[config.mk]
export PLATFORM = sky130hd
export DESIGN_NAME = prh_ctrl
export DESIGN_NICKNAME = d
export VERILOG_FILES = /design/src/hw/rtl/prh_pkg.sv /design/src/hw/rtl/prh_ctrl.sv
export SDC_FILE = /design/constraint.sdc
export NUM_CORES = 1
export LEC_CHECK = 0
export BUFFER_PORTS_ARGS = -buffer_cell sky130_fd_sc_hd__buf_2
export CAP_MARGIN = 15
export CORE_AREA = 2 2 39 41
export CTS_CLUSTER_SIZE = 25
export DETAILED_ROUTE_END_ITERATION = 12
export DIE_AREA = 0 0 41 43
export GPL_ROUTABILITY_DRIVEN = 0
export GPL_TIMING_DRIVEN = 1
export PLACE_DENSITY = 0.72
export SYNTH_ARGS = -nofsm -noshare
export SYNTH_HDL_FRONTEND = slang
export SYNTH_SLANG_ARGS = --single-unit
[constraint.sdc]
create_clock -name clk -period 2.6 [get_ports clk]
set_input_delay 0 -clock clk [delete_from_list [all_inputs] [get_ports clk]]
set_output_delay 0 -clock clk [all_outputs]
set_load 0.03 [all_outputs]
[src/hw/rtl/prh_pkg.sv]
// Types and constants shared by the position history rewind block.
package prh_pkg;

  localparam int unsigned TIME_W = 31;
  localparam int unsigned POS_W  = 32;
  localparam int unsigned FT_W   = 10;
  localparam int unsigned MR_W   = 12;

  localparam logic [FT_W-1:0] DEFAULT_FRAME_MS = 10'd25;
  localparam logic [MR_W-1:0] RESET_MAX_REWIND = 12'd1000;

  localparam logic [1:0] ST_POSITION = 2'd0;
  localparam logic [1:0] ST_RECENT   = 2'd1;
  localparam logic [1:0] ST_NO_HIST  = 2'd2;

  localparam logic REG_FRAME_TIME = 1'b0;
  localparam logic REG_MAX_REWIND = 1'b1;

  typedef struct packed {
    logic                    vld;
    logic [TIME_W-1:0]       t;
    logic signed [POS_W-1:0] x;
    logic signed [POS_W-1:0] y;
    logic signed [POS_W-1:0] z;
  } prh_word_t;

  typedef struct packed {
    logic clr;
    logic cap;
    logic load_q;
    logic rd;
    logic chk;
    logic mul;
    logic div_fin;
    logic out_load;
  } prh_cmd_t;

  typedef struct packed {
    logic clr_last;
    logic walk_go;
    logic walk_stop;
    logic interp;
    logic div_done;
    logic last_axis;
    logic out_free;
  } prh_sts_t;

endpackage

[src/hw/rtl/prh_ctrl.sv]
// Control state machine sequencing clearing, captures, the history walk and interpolation.
module prh_ctrl import prh_pkg::*; (
  input  logic     clk,
  input  logic     rst,
  input  logic     in_valid,
  input  logic     in_cmd,
  output logic     in_ready,
  input  prh_sts_t sts,
  output prh_cmd_t cmd
);
  typedef enum logic [7:0] {
    S_CLEAR  = 8'b0000_0001,
    S_IDLE   = 8'b0000_0010,
    S_RD     = 8'b0000_0100,
    S_CHK    = 8'b0000_1000,
    S_DECIDE = 8'b0001_0000,
    S_MUL    = 8'b0010_0000,
    S_DIV    = 8'b0100_0000,
    S_DONE   = 8'b1000_0000
  } state_t;

  state_t state;
  state_t state_next;
  logic   accept;

  assign in_ready = (state == S_IDLE);
  assign accept   = in_valid && in_ready;

  always_comb begin
    state_next = state;
    cmd        = '0;
    case (state)
      S_CLEAR: begin
        cmd.clr = 1'b1;
        if (sts.clr_last) state_next = S_IDLE;
      end
      S_IDLE: begin
        if (accept) begin
          if (in_cmd) begin
            cmd.load_q = 1'b1;
            state_next = sts.walk_go ? S_RD : S_DONE;
          end else begin
            cmd.cap = 1'b1;
          end
        end
      end
      S_RD: begin
        cmd.rd     = 1'b1;
        state_next = S_CHK;
      end
      S_CHK: begin
        cmd.chk    = 1'b1;
        state_next = sts.walk_stop ? S_DECIDE : S_RD;
      end
      S_DECIDE: begin
        state_next = sts.interp ? S_MUL : S_DONE;
      end
      S_MUL: begin
        cmd.mul    = 1'b1;
        state_next = S_DIV;
      end
      S_DIV: begin
        if (sts.div_done) begin
          cmd.div_fin = 1'b1;
          state_next  = sts.last_axis ? S_DONE : S_MUL;
        end
      end
      S_DONE: begin
        if (sts.out_free) begin
          cmd.out_load = 1'b1;
          state_next   = S_IDLE;
        end
      end
      default: state_next = S_IDLE;
    endcase
  end

  always_ff @(posedge clk) begin
    if (rst) begin
      state <= S_CLEAR;
    end else begin
      state <= state_next;
    end
  end
endmodule

==> impl_metrics.ini, run 1 <==
[timing]
fin_hold_ws_ns = -0.00593
final-setup-viol-count = 0
fin_skew_ns = 0.00359
hold_viol = 2
clock.fmax_mhz = 491
rsz0062_at_grt = false
slew_headroom_pct = 55.8
finalMaxSlewViolations = 0
setup_slack_ns = 0.565
finalCritPeriodShare_pct = 78.3
fin_setup_tns_ns = 0
tightestPinTransition_ns = 0.657
fin_crit_ns = 2.04

[drt]
wire_per_inst_um = 13.4
first_pass_iters = 4
vias = 603
drc = 0
via_per_inst = 5.48
drtAntennaViolNets = 0
drt_iter0_drc = 7
totalWireLength_um = 1470

[logic_synthesis]
yosys-top-cells-count = nor2_1 (10), dfxtp_1 (8), inv_1 (6)
syn_area_um2 = 582
synth_cell_type_count = 31
async_flop_share_pct = 0
synth_top_area_share_pct = 27.5
synth-edff-count = 0
yosysMostFrequentCell = nor2_1
yosys.area.top_type = dfxtp_1
ys_seq_elements = 8
synth.area.top_cells = dfxtp_1 (28%), nor2_1 (6.5%), and3_1 (4.3%), nor2b_1 (4.3%), nor3b_2 (4.3%)
yosysSeqAreaShare_pct = 27.5
syn_inst = 72
synth_flop_cell = dfxtp_1
yosysWarnings = 0
syn_area_per_cell_um2 = 8.08
synth_nets = 83

[grt]
grt_pass1_vias = 556
antenna_found_initial = 0
grt_start_max_net_pins = 10
grt_pass1_wl_um = 2300
grt.overflow.total = 0
grt_usage_pct = 19.4

[floorplanning]
io_pins = 20
design.core.area_um2 = 1380
die_w_um = 41
rows = 14
initial_core_util_pct = 42.0
die_height_um = 43
die_area_um2 = 1760

[clock_network]
cts_tree = done
cts_buffers = 3
post_cts_resized = 0
path_clk_slew_ns = 0.06
htreeDepth = 1
clock-sinks = 8
clk_path_buf_depth = 2
clock_latency_ns = 0.27
root_buffer = clkbuf_4

[power]
peakVddDrop_mv = 0.222
p_leak_nw = 0.340
fin_total_pwr_mw = 0.344
power.density_nw_per_um2 = 470

[final_layout]
largest_reg_flops = 8
final_area_um2 = 732
top_regs = state (8)
num_antenna_cells = 0
largest-register = state
final-instance-count-excl-fill = 110
layout.nets = 107
final_util_pct = 52.9
drive_gt1_share_pct = 31.9
area_growth_pct = 25.8

[worst_setup_path]
cp.required_ns = 2.60
start_kind = flop
crit_path_end_kind = output pin
rr_worst_depth = 4
critPathMaxFanout = 9
setup.worst_path.class = flop to output pin
worstPathArrival_ns = 2.04

[run_status]
status = finished, violations left
violations = negative hold slack

[placement]
place_inst = 105
dp_hpwl_um = 1110
place_ws_ns = 0.722
io_buffers = 19
place_area_um2 = 689

[run]
maxCapViolCount = 0

[hold_path]
hold_depth = 3
min_path_type = input port to flop
power breakdown:
group          internal [mW]  switching [mW]
Sequential             0.129          0.0142
Clock                 0.0532          0.0485
Combinational         0.0429          0.0563
cell usage in the layout, fill, tap and decap left out, types with 3 or more instances in the layout:
master / instances
nor3b_1: 3
nand3_1: 3
nor2_1: 10
and3_1: 4
clkbuf_4: 3
nor2b_1: 4
inv_1: 6
buf_2: 19
dfxtp_1: 8
what timing repair did:
action                    4_1_cts  5_1_grt
hold endpoints to repair        2        0
hold buffers                    2        0
setup buffers                   0        0
layer usage:
| metal | share of wire [%] | wire length [um] | track usage, % |
|---|---|---|---|
| met1 | 46 | 681 | 24.3 |
| met2 | 46 | 679 | 29.4 |
| met3 | 4.7 | 69 | 3.14 |
| met4 | 2.9 | 42 | 12.0 |
| met5 | 0 | 0 | 0 |
cells by family after synthesis:
family	after synthesis	share of synthesized area [%]
and+or+nand+nor	40	42.4
AOI/OAI and AO/OA	13	20.2
DFF	8	27.5
buffers and inverters	8	5.16
xor gates and xnor gates	2	3.01
muxes	1	1.72
critical path, cell delays in order, from the launching register on:
cell and delay, ns:
dfxtp_1 0.51, or4b_2 0.64, nor2_1 0.24, and3_1 0.19, buf_2 0.19
area by class of cell:
type / instances / area [um2]
Clock buffer: 3 / 22.5
Multi-Input combinational cell: 56 / 392
Inverter: 6 / 22.5
Fill cell: 136 / 652
Sequential cell: 8 / 160
Tap cell: 16 / 20.0
Timing Repair Buffer: 21 / 115
final timing paths:
path | start | end | slack (ns)
min | sts[5] | state[2] | -0.006
min reg2reg | state[1] | state[1] | 0.64
max | state[1] | cmd[5] | 0.56
max reg2reg | state[2] | state[1] | 0.71
Power figures use the tool's default switching activity.
==> inputs of run 2 (changes only) <==
==> constraint.sdc (replaced) <==
create_clock -name clk -period 2.1 [get_ports clk]
set_input_delay 0 -clock clk [delete_from_list [all_inputs] [get_ports clk]]
set_output_delay 0 -clock clk [all_outputs]
set_load 0.03 [all_outputs]
==> run 2 against run 1 <==
The flow now finishes without violations. Register-to-register slack worse by 0.51 ns. Sequential power grew 24%. Total power increased by 24%. Die area did not move. Critical endpoint is now cmd[7].
==> impl_metrics.ini, run 2 (same netlist as run 1, synthesis figures left out) <==
[worst_setup_path]
crit_family = simple AND/OR/NAND/NOR gates
start_kind = flop
worstPathArrival_ns = 1.99
path_cells = or4_4, or3_4, nor3b_2, buf_2
crit_path_end_kind = output pin
crit_slowest_cell = or4_4
path_buf_inv = 1
cp_slowest_stage_delay_ns = 0.59
setup.worst_path.class = flop to output pin
critPathMaxFanout = 6
cp.required_ns = 2.10

[run]
maxCapViolCount = 0

[clock_network]
root_buffer = clkbuf_4
cts_buffers = 3
cts_tree = done
clk_path_buf_depth = 2
clock-sinks = 8
clock_latency_ns = 0.25
path_clk_slew_ns = 0.05
htreeDepth = 1
post_cts_resized = 0

[power]
internal_power_mw = 0.283
switching_share_pct = 33.5
p_sw_mw = 0.143
p_leak_nw = 0.350
power.share.sequential_pct = 41.7
peakVddDrop_mv = 0.372
clockPowerShare_pct = 27.8
power_frac_comb_pct = 30.5
power.density_nw_per_um2 = 565

[hold_path]
min_path_type = input port to flop

[final_layout]
multi_input_area_um2 = 399
num_antenna_cells = 0
n_fill_cell = 132
largest-register = state
layout_commonest_cell = buf_2
largest_reg_flops = 8
top_regs = state (8)
layout.nets = 109
drive_gt1_share_pct = 35.4
layout.cells.most_common_list = buf_2 (19), nor2_1 (9), dfxtp_1 (8)
area_growth_pct = 29.7
regArea_um2 = 160
final-instance-count-excl-fill = 112

[timing]
slew_headroom_pct = 77.4
hold_viol = 0
final-setup-viol-count = 0
clock.fmax_mhz = 503
tightestPinTransition_ns = 0.338
fin_setup_tns_ns = 0
fin_skew_ns = 0.00499
setup_slack_ns = 0.112
finalCritPeriodShare_pct = 94.7
finalMaxSlewViolations = 0
rsz0062_at_grt = false
fin_crit_ns = 1.99

[drt]
drc = 0
totalWireLength_um = 1400
first_pass_iters = 4
vias = 611
drtAntennaViolNets = 0
drt_iter0_drc = 5
wire_per_inst_um = 12.5
via_per_inst = 5.46

[placement]
io_buffers = 19
place_ws_ns = 0.220
dp_hpwl_um = 1090
place_inst = 107

[grt]
grt_start_max_net_pins = 10
grt.overflow.total = 0
grt_pass1_vias = 565
grt_usage_pct = 20.2
grt_pass1_wl_um = 2370
antenna_found_initial = 0

[floorplanning]
design.core.area_um2 = 1380
die_area_um2 = 1760
initial_core_util_pct = 42.0
die_w_um = 41
io_pins = 20
die_height_um = 43
rows = 14

[run_status]
status = completed
run 2: cell count changes in the layout (fill, tap and decap cells not counted), sizes merged:
cell  previous run  this run
buf             19        21
run 2: layout make-up:
cell class	instances	share of cell area [%]
timing repair buffer	23	17.2
tap	16	2.65
clock buffer	3	2.99
sequential	8	21.2
inverter	6	2.99
multi-input combinational	56	52.9
run 2: power by group through the flow:
stage	Combinational [mW]	Sequential (mW)	Clock (mW)
after floorplan	0.0995	0.168	0
after global placement	0.125	0.180	0
after detailed placement	0.127	0.180	0
after CTS	0.131	0.177	0.119
after global routing	0.144	0.179	0.129
final	0.130	0.178	0.118
run 2: final timing paths:
check	slack (ns)	depth (start not counted)	startpoint	endpoint
worst max-delay path	0.11	4	state[2]	cmd[7]
worst min-delay path	0.004	3	sts[5]	state[2]
worst max register to register	0.20	4	state[2]	state[1]
worst min register to register	0.64	2	state[1]	state[1]
run 2: per-layer routing:
metal / up-vias / share of wire, % / track usage, %
li1: 312 / - / -
met1: 285 / 48 / 23.8
met2: 12 / 48 / 33.1
met3: 2 / 3.3 / 4.71
met4: 0 / 0.71 / 8.00
met5: - / 0 / 0
run 2: metrics by stage:
step / utilization [%] / hold slack [ns] / instance area [um2] / total power [mW]
3_5_place_dp: 51.4 / 0.243 / 712 / 0.307
2_1_floorplan: - / 0.0860 / 589 / 0.268
5_1_grt: 54.5 / 0.0215 / 754 / 0.452
3_3_place_gp: 51.4 / 0.240 / 712 / 0.305
6_report: 54.5 / 0.00396 / 754 / 0.426
4_1_cts: 54.5 / 0.00497 / 754 / 0.426
run 2: worst min-delay path: stages:
cell and delay, ns:
buf_2 0.09, a2bb2oi_1 0.05, nor2_1 0.07
run 2: what timing repair did:
action,CTS,global route
setup buffers,0,0
hold endpoints to repair,2,0
hold buffers,2,0
==> inputs of run 3 (changes only) <==
==> constraint.sdc (replaced) <==
create_clock -name clk -period 2.1 [get_ports clk]
set_input_delay 0 -clock clk [delete_from_list [all_inputs] [get_ports clk]]
set_output_delay 0 -clock clk [all_outputs]
set_load 0.005 [all_outputs]
==> run 3 against run 2 <==
The flow now finishes with violations (negative hold slack). Count of clock-buffer cells in the layout unchanged. Sequential cell count unchanged. Critical path depth unchanged. Setup slack better by 0.042 ns. Core utilization down 0.54 points. Critical endpoint is now cmd[5]. Largest cell class unchanged.
==> impl_metrics.ini, run 3 (same netlist as run 1, synthesis figures left out) <==
[run_status]
status = finished, violations left
violations = negative hold slack

[grt]
grt_pass1_vias = 536
antenna_found_initial = 0
grt_usage_pct = 19.3
grt.overflow.total = 0
grt_pass1_wl_um = 2270
grt_start_max_net_pins = 10

[final_layout]
top_regs = state (8)
n_fill_cell = 137
largest_reg_flops = 8
drive_gt1_share_pct = 33.3
final-instance-count-excl-fill = 112
layout_commonest_cell = buf_2
area_growth_pct = 28.4
layout.nets = 109
layout.cells.most_common_list = buf_2 (19), nor2_1 (10), dfxtp_1 (8)
largest-register = state
num_antenna_cells = 0

[floorplanning]
die_area_um2 = 1760
die_height_um = 43
initial_core_util_pct = 42.0
die_w_um = 41
io_pins = 20
rows = 14
design.core.area_um2 = 1380

[worst_setup_path]
worstPathArrival_ns = 1.95
cp_slowest_stage_delay_ns = 0.64
crit_path_end_kind = output pin
start_kind = flop
critPathMaxFanout = 9
path_buf_inv = 1
crit_slowest_cell = or4b_2
path_cells = or4b_2, nor2_1, and3_1, buf_2
ff2ff_setup_slack_ns = 0.23
setup.worst_path.class = flop to output pin
crit_family = simple AND/OR/NAND/NOR gates
cp.required_ns = 2.10

[hold_path]
min_path_type = input port to flop

[timing]
fin_hold_ws_ns = -0.000176
fin_crit_ns = 1.95
finalMaxSlewViolations = 0
final-setup-viol-count = 0
tightestPinTransition_ns = 0.327
slew_headroom_pct = 78.2
hold_viol = 1
setup_slack_ns = 0.153
clock.fmax_mhz = 514
finalCritPeriodShare_pct = 92.7
rsz0062_at_grt = false
fin_setup_tns_ns = 0
fin_skew_ns = 0.000114

[clock_network]
cts_setup_buffers = 0
cts_tree = done
clock_latency_ns = 0.26
clock-sinks = 8
root_buffer = clkbuf_4
cts_buffers = 3
htreeDepth = 1
clk_path_buf_depth = 2
path_clk_slew_ns = 0.05

[power]
p_sw_mw = 0.130
switching_share_pct = 31.4
power.share.sequential_pct = 43.0
p_leak_nw = 0.349
internal_power_mw = 0.283
clockPowerShare_pct = 29.9
peakVddDrop_mv = 0.302
power_frac_comb_pct = 27.1
power.density_nw_per_um2 = 553

[placement]
place_ws_ns = 0.227
place_inst = 107
dp_hpwl_um = 1100
io_buffers = 19

[drt]
via_per_inst = 5.32
drt_iter0_drc = 18
drtAntennaViolNets = 0
wire_per_inst_um = 12.6
first_pass_iters = 4
drc = 0
vias = 596
totalWireLength_um = 1410

[run]
maxCapViolCount = 0
-- run 3: worst register-to-register path, delay by kind of cell (launching register included) --
family           cells  cell delay [ns]
AO/OA/AOI/OAI        2             0.46
AND/OR/NAND/NOR      2             0.94
flip-flops           1             0.35
-- run 3: worst paths after layout --
path / start / end / cells past startpoint
max: state[1] / cmd[5] / 4
min: sts[5] / state[2] / 3
max reg2reg: state[2] / state[1] / 4
min reg2reg: state[1] / state[1] / 2
-- run 3: area by class of cell --
class                           count  area [um2]  share of cell area [%]
Multi-Input combinational cell     56         392                    52.4
Tap cell                           16        20.0                    2.68
Timing Repair Buffer               23         130                    17.4
Inverter                            6        22.5                    3.02
Clock buffer                        3        22.5                    3.02
Sequential cell                     8         160                    21.4
-- run 3: timing repair --
| item | CTS | global route |
|---|---|---|
| hold buffers | 2 | 0 |
| endpoints found under the setup margin | 0 | 0 |
| gates resized for setup | 0 | 0 |
| hold endpoints to repair | 2 | 0 |
-- run 3: layer usage --
| layer | GRT usage [%] | wire length (um) | vias up |
|---|---|---|---|
| met2 | 29.1 | 651 | 17 |
| met5 | 0 | 0 | - |
| met3 | 3.14 | 77 | 2 |
| met1 | 24.8 | 655 | 262 |
| met4 | 10.7 | 21 | 0 |
| li1 | - | - | 315 |
-- run 3: power groups by stage --
| stage | clock network, mW | registers [mW] | logic [mW] |
|---|---|---|---|
| CTS | 0.123 | 0.177 | 0.113 |
| global route | 0.129 | 0.181 | 0.125 |
| detailed placement | 0 | 0.181 | 0.110 |
| finish | 0.123 | 0.178 | 0.112 |
| global placement | 0 | 0.180 | 0.107 |
| floorplan | 0 | 0.168 | 0.0816 |
-- run 3: metrics by stage --
stage	utilization, %	power (mW)	cell area [um2]
detailed placement	50.9	0.291	704
finish	54.0	0.413	747
global route	54.0	0.435	747
floorplan	-	0.250	582
CTS	54.0	0.413	747
global placement	50.9	0.287	704
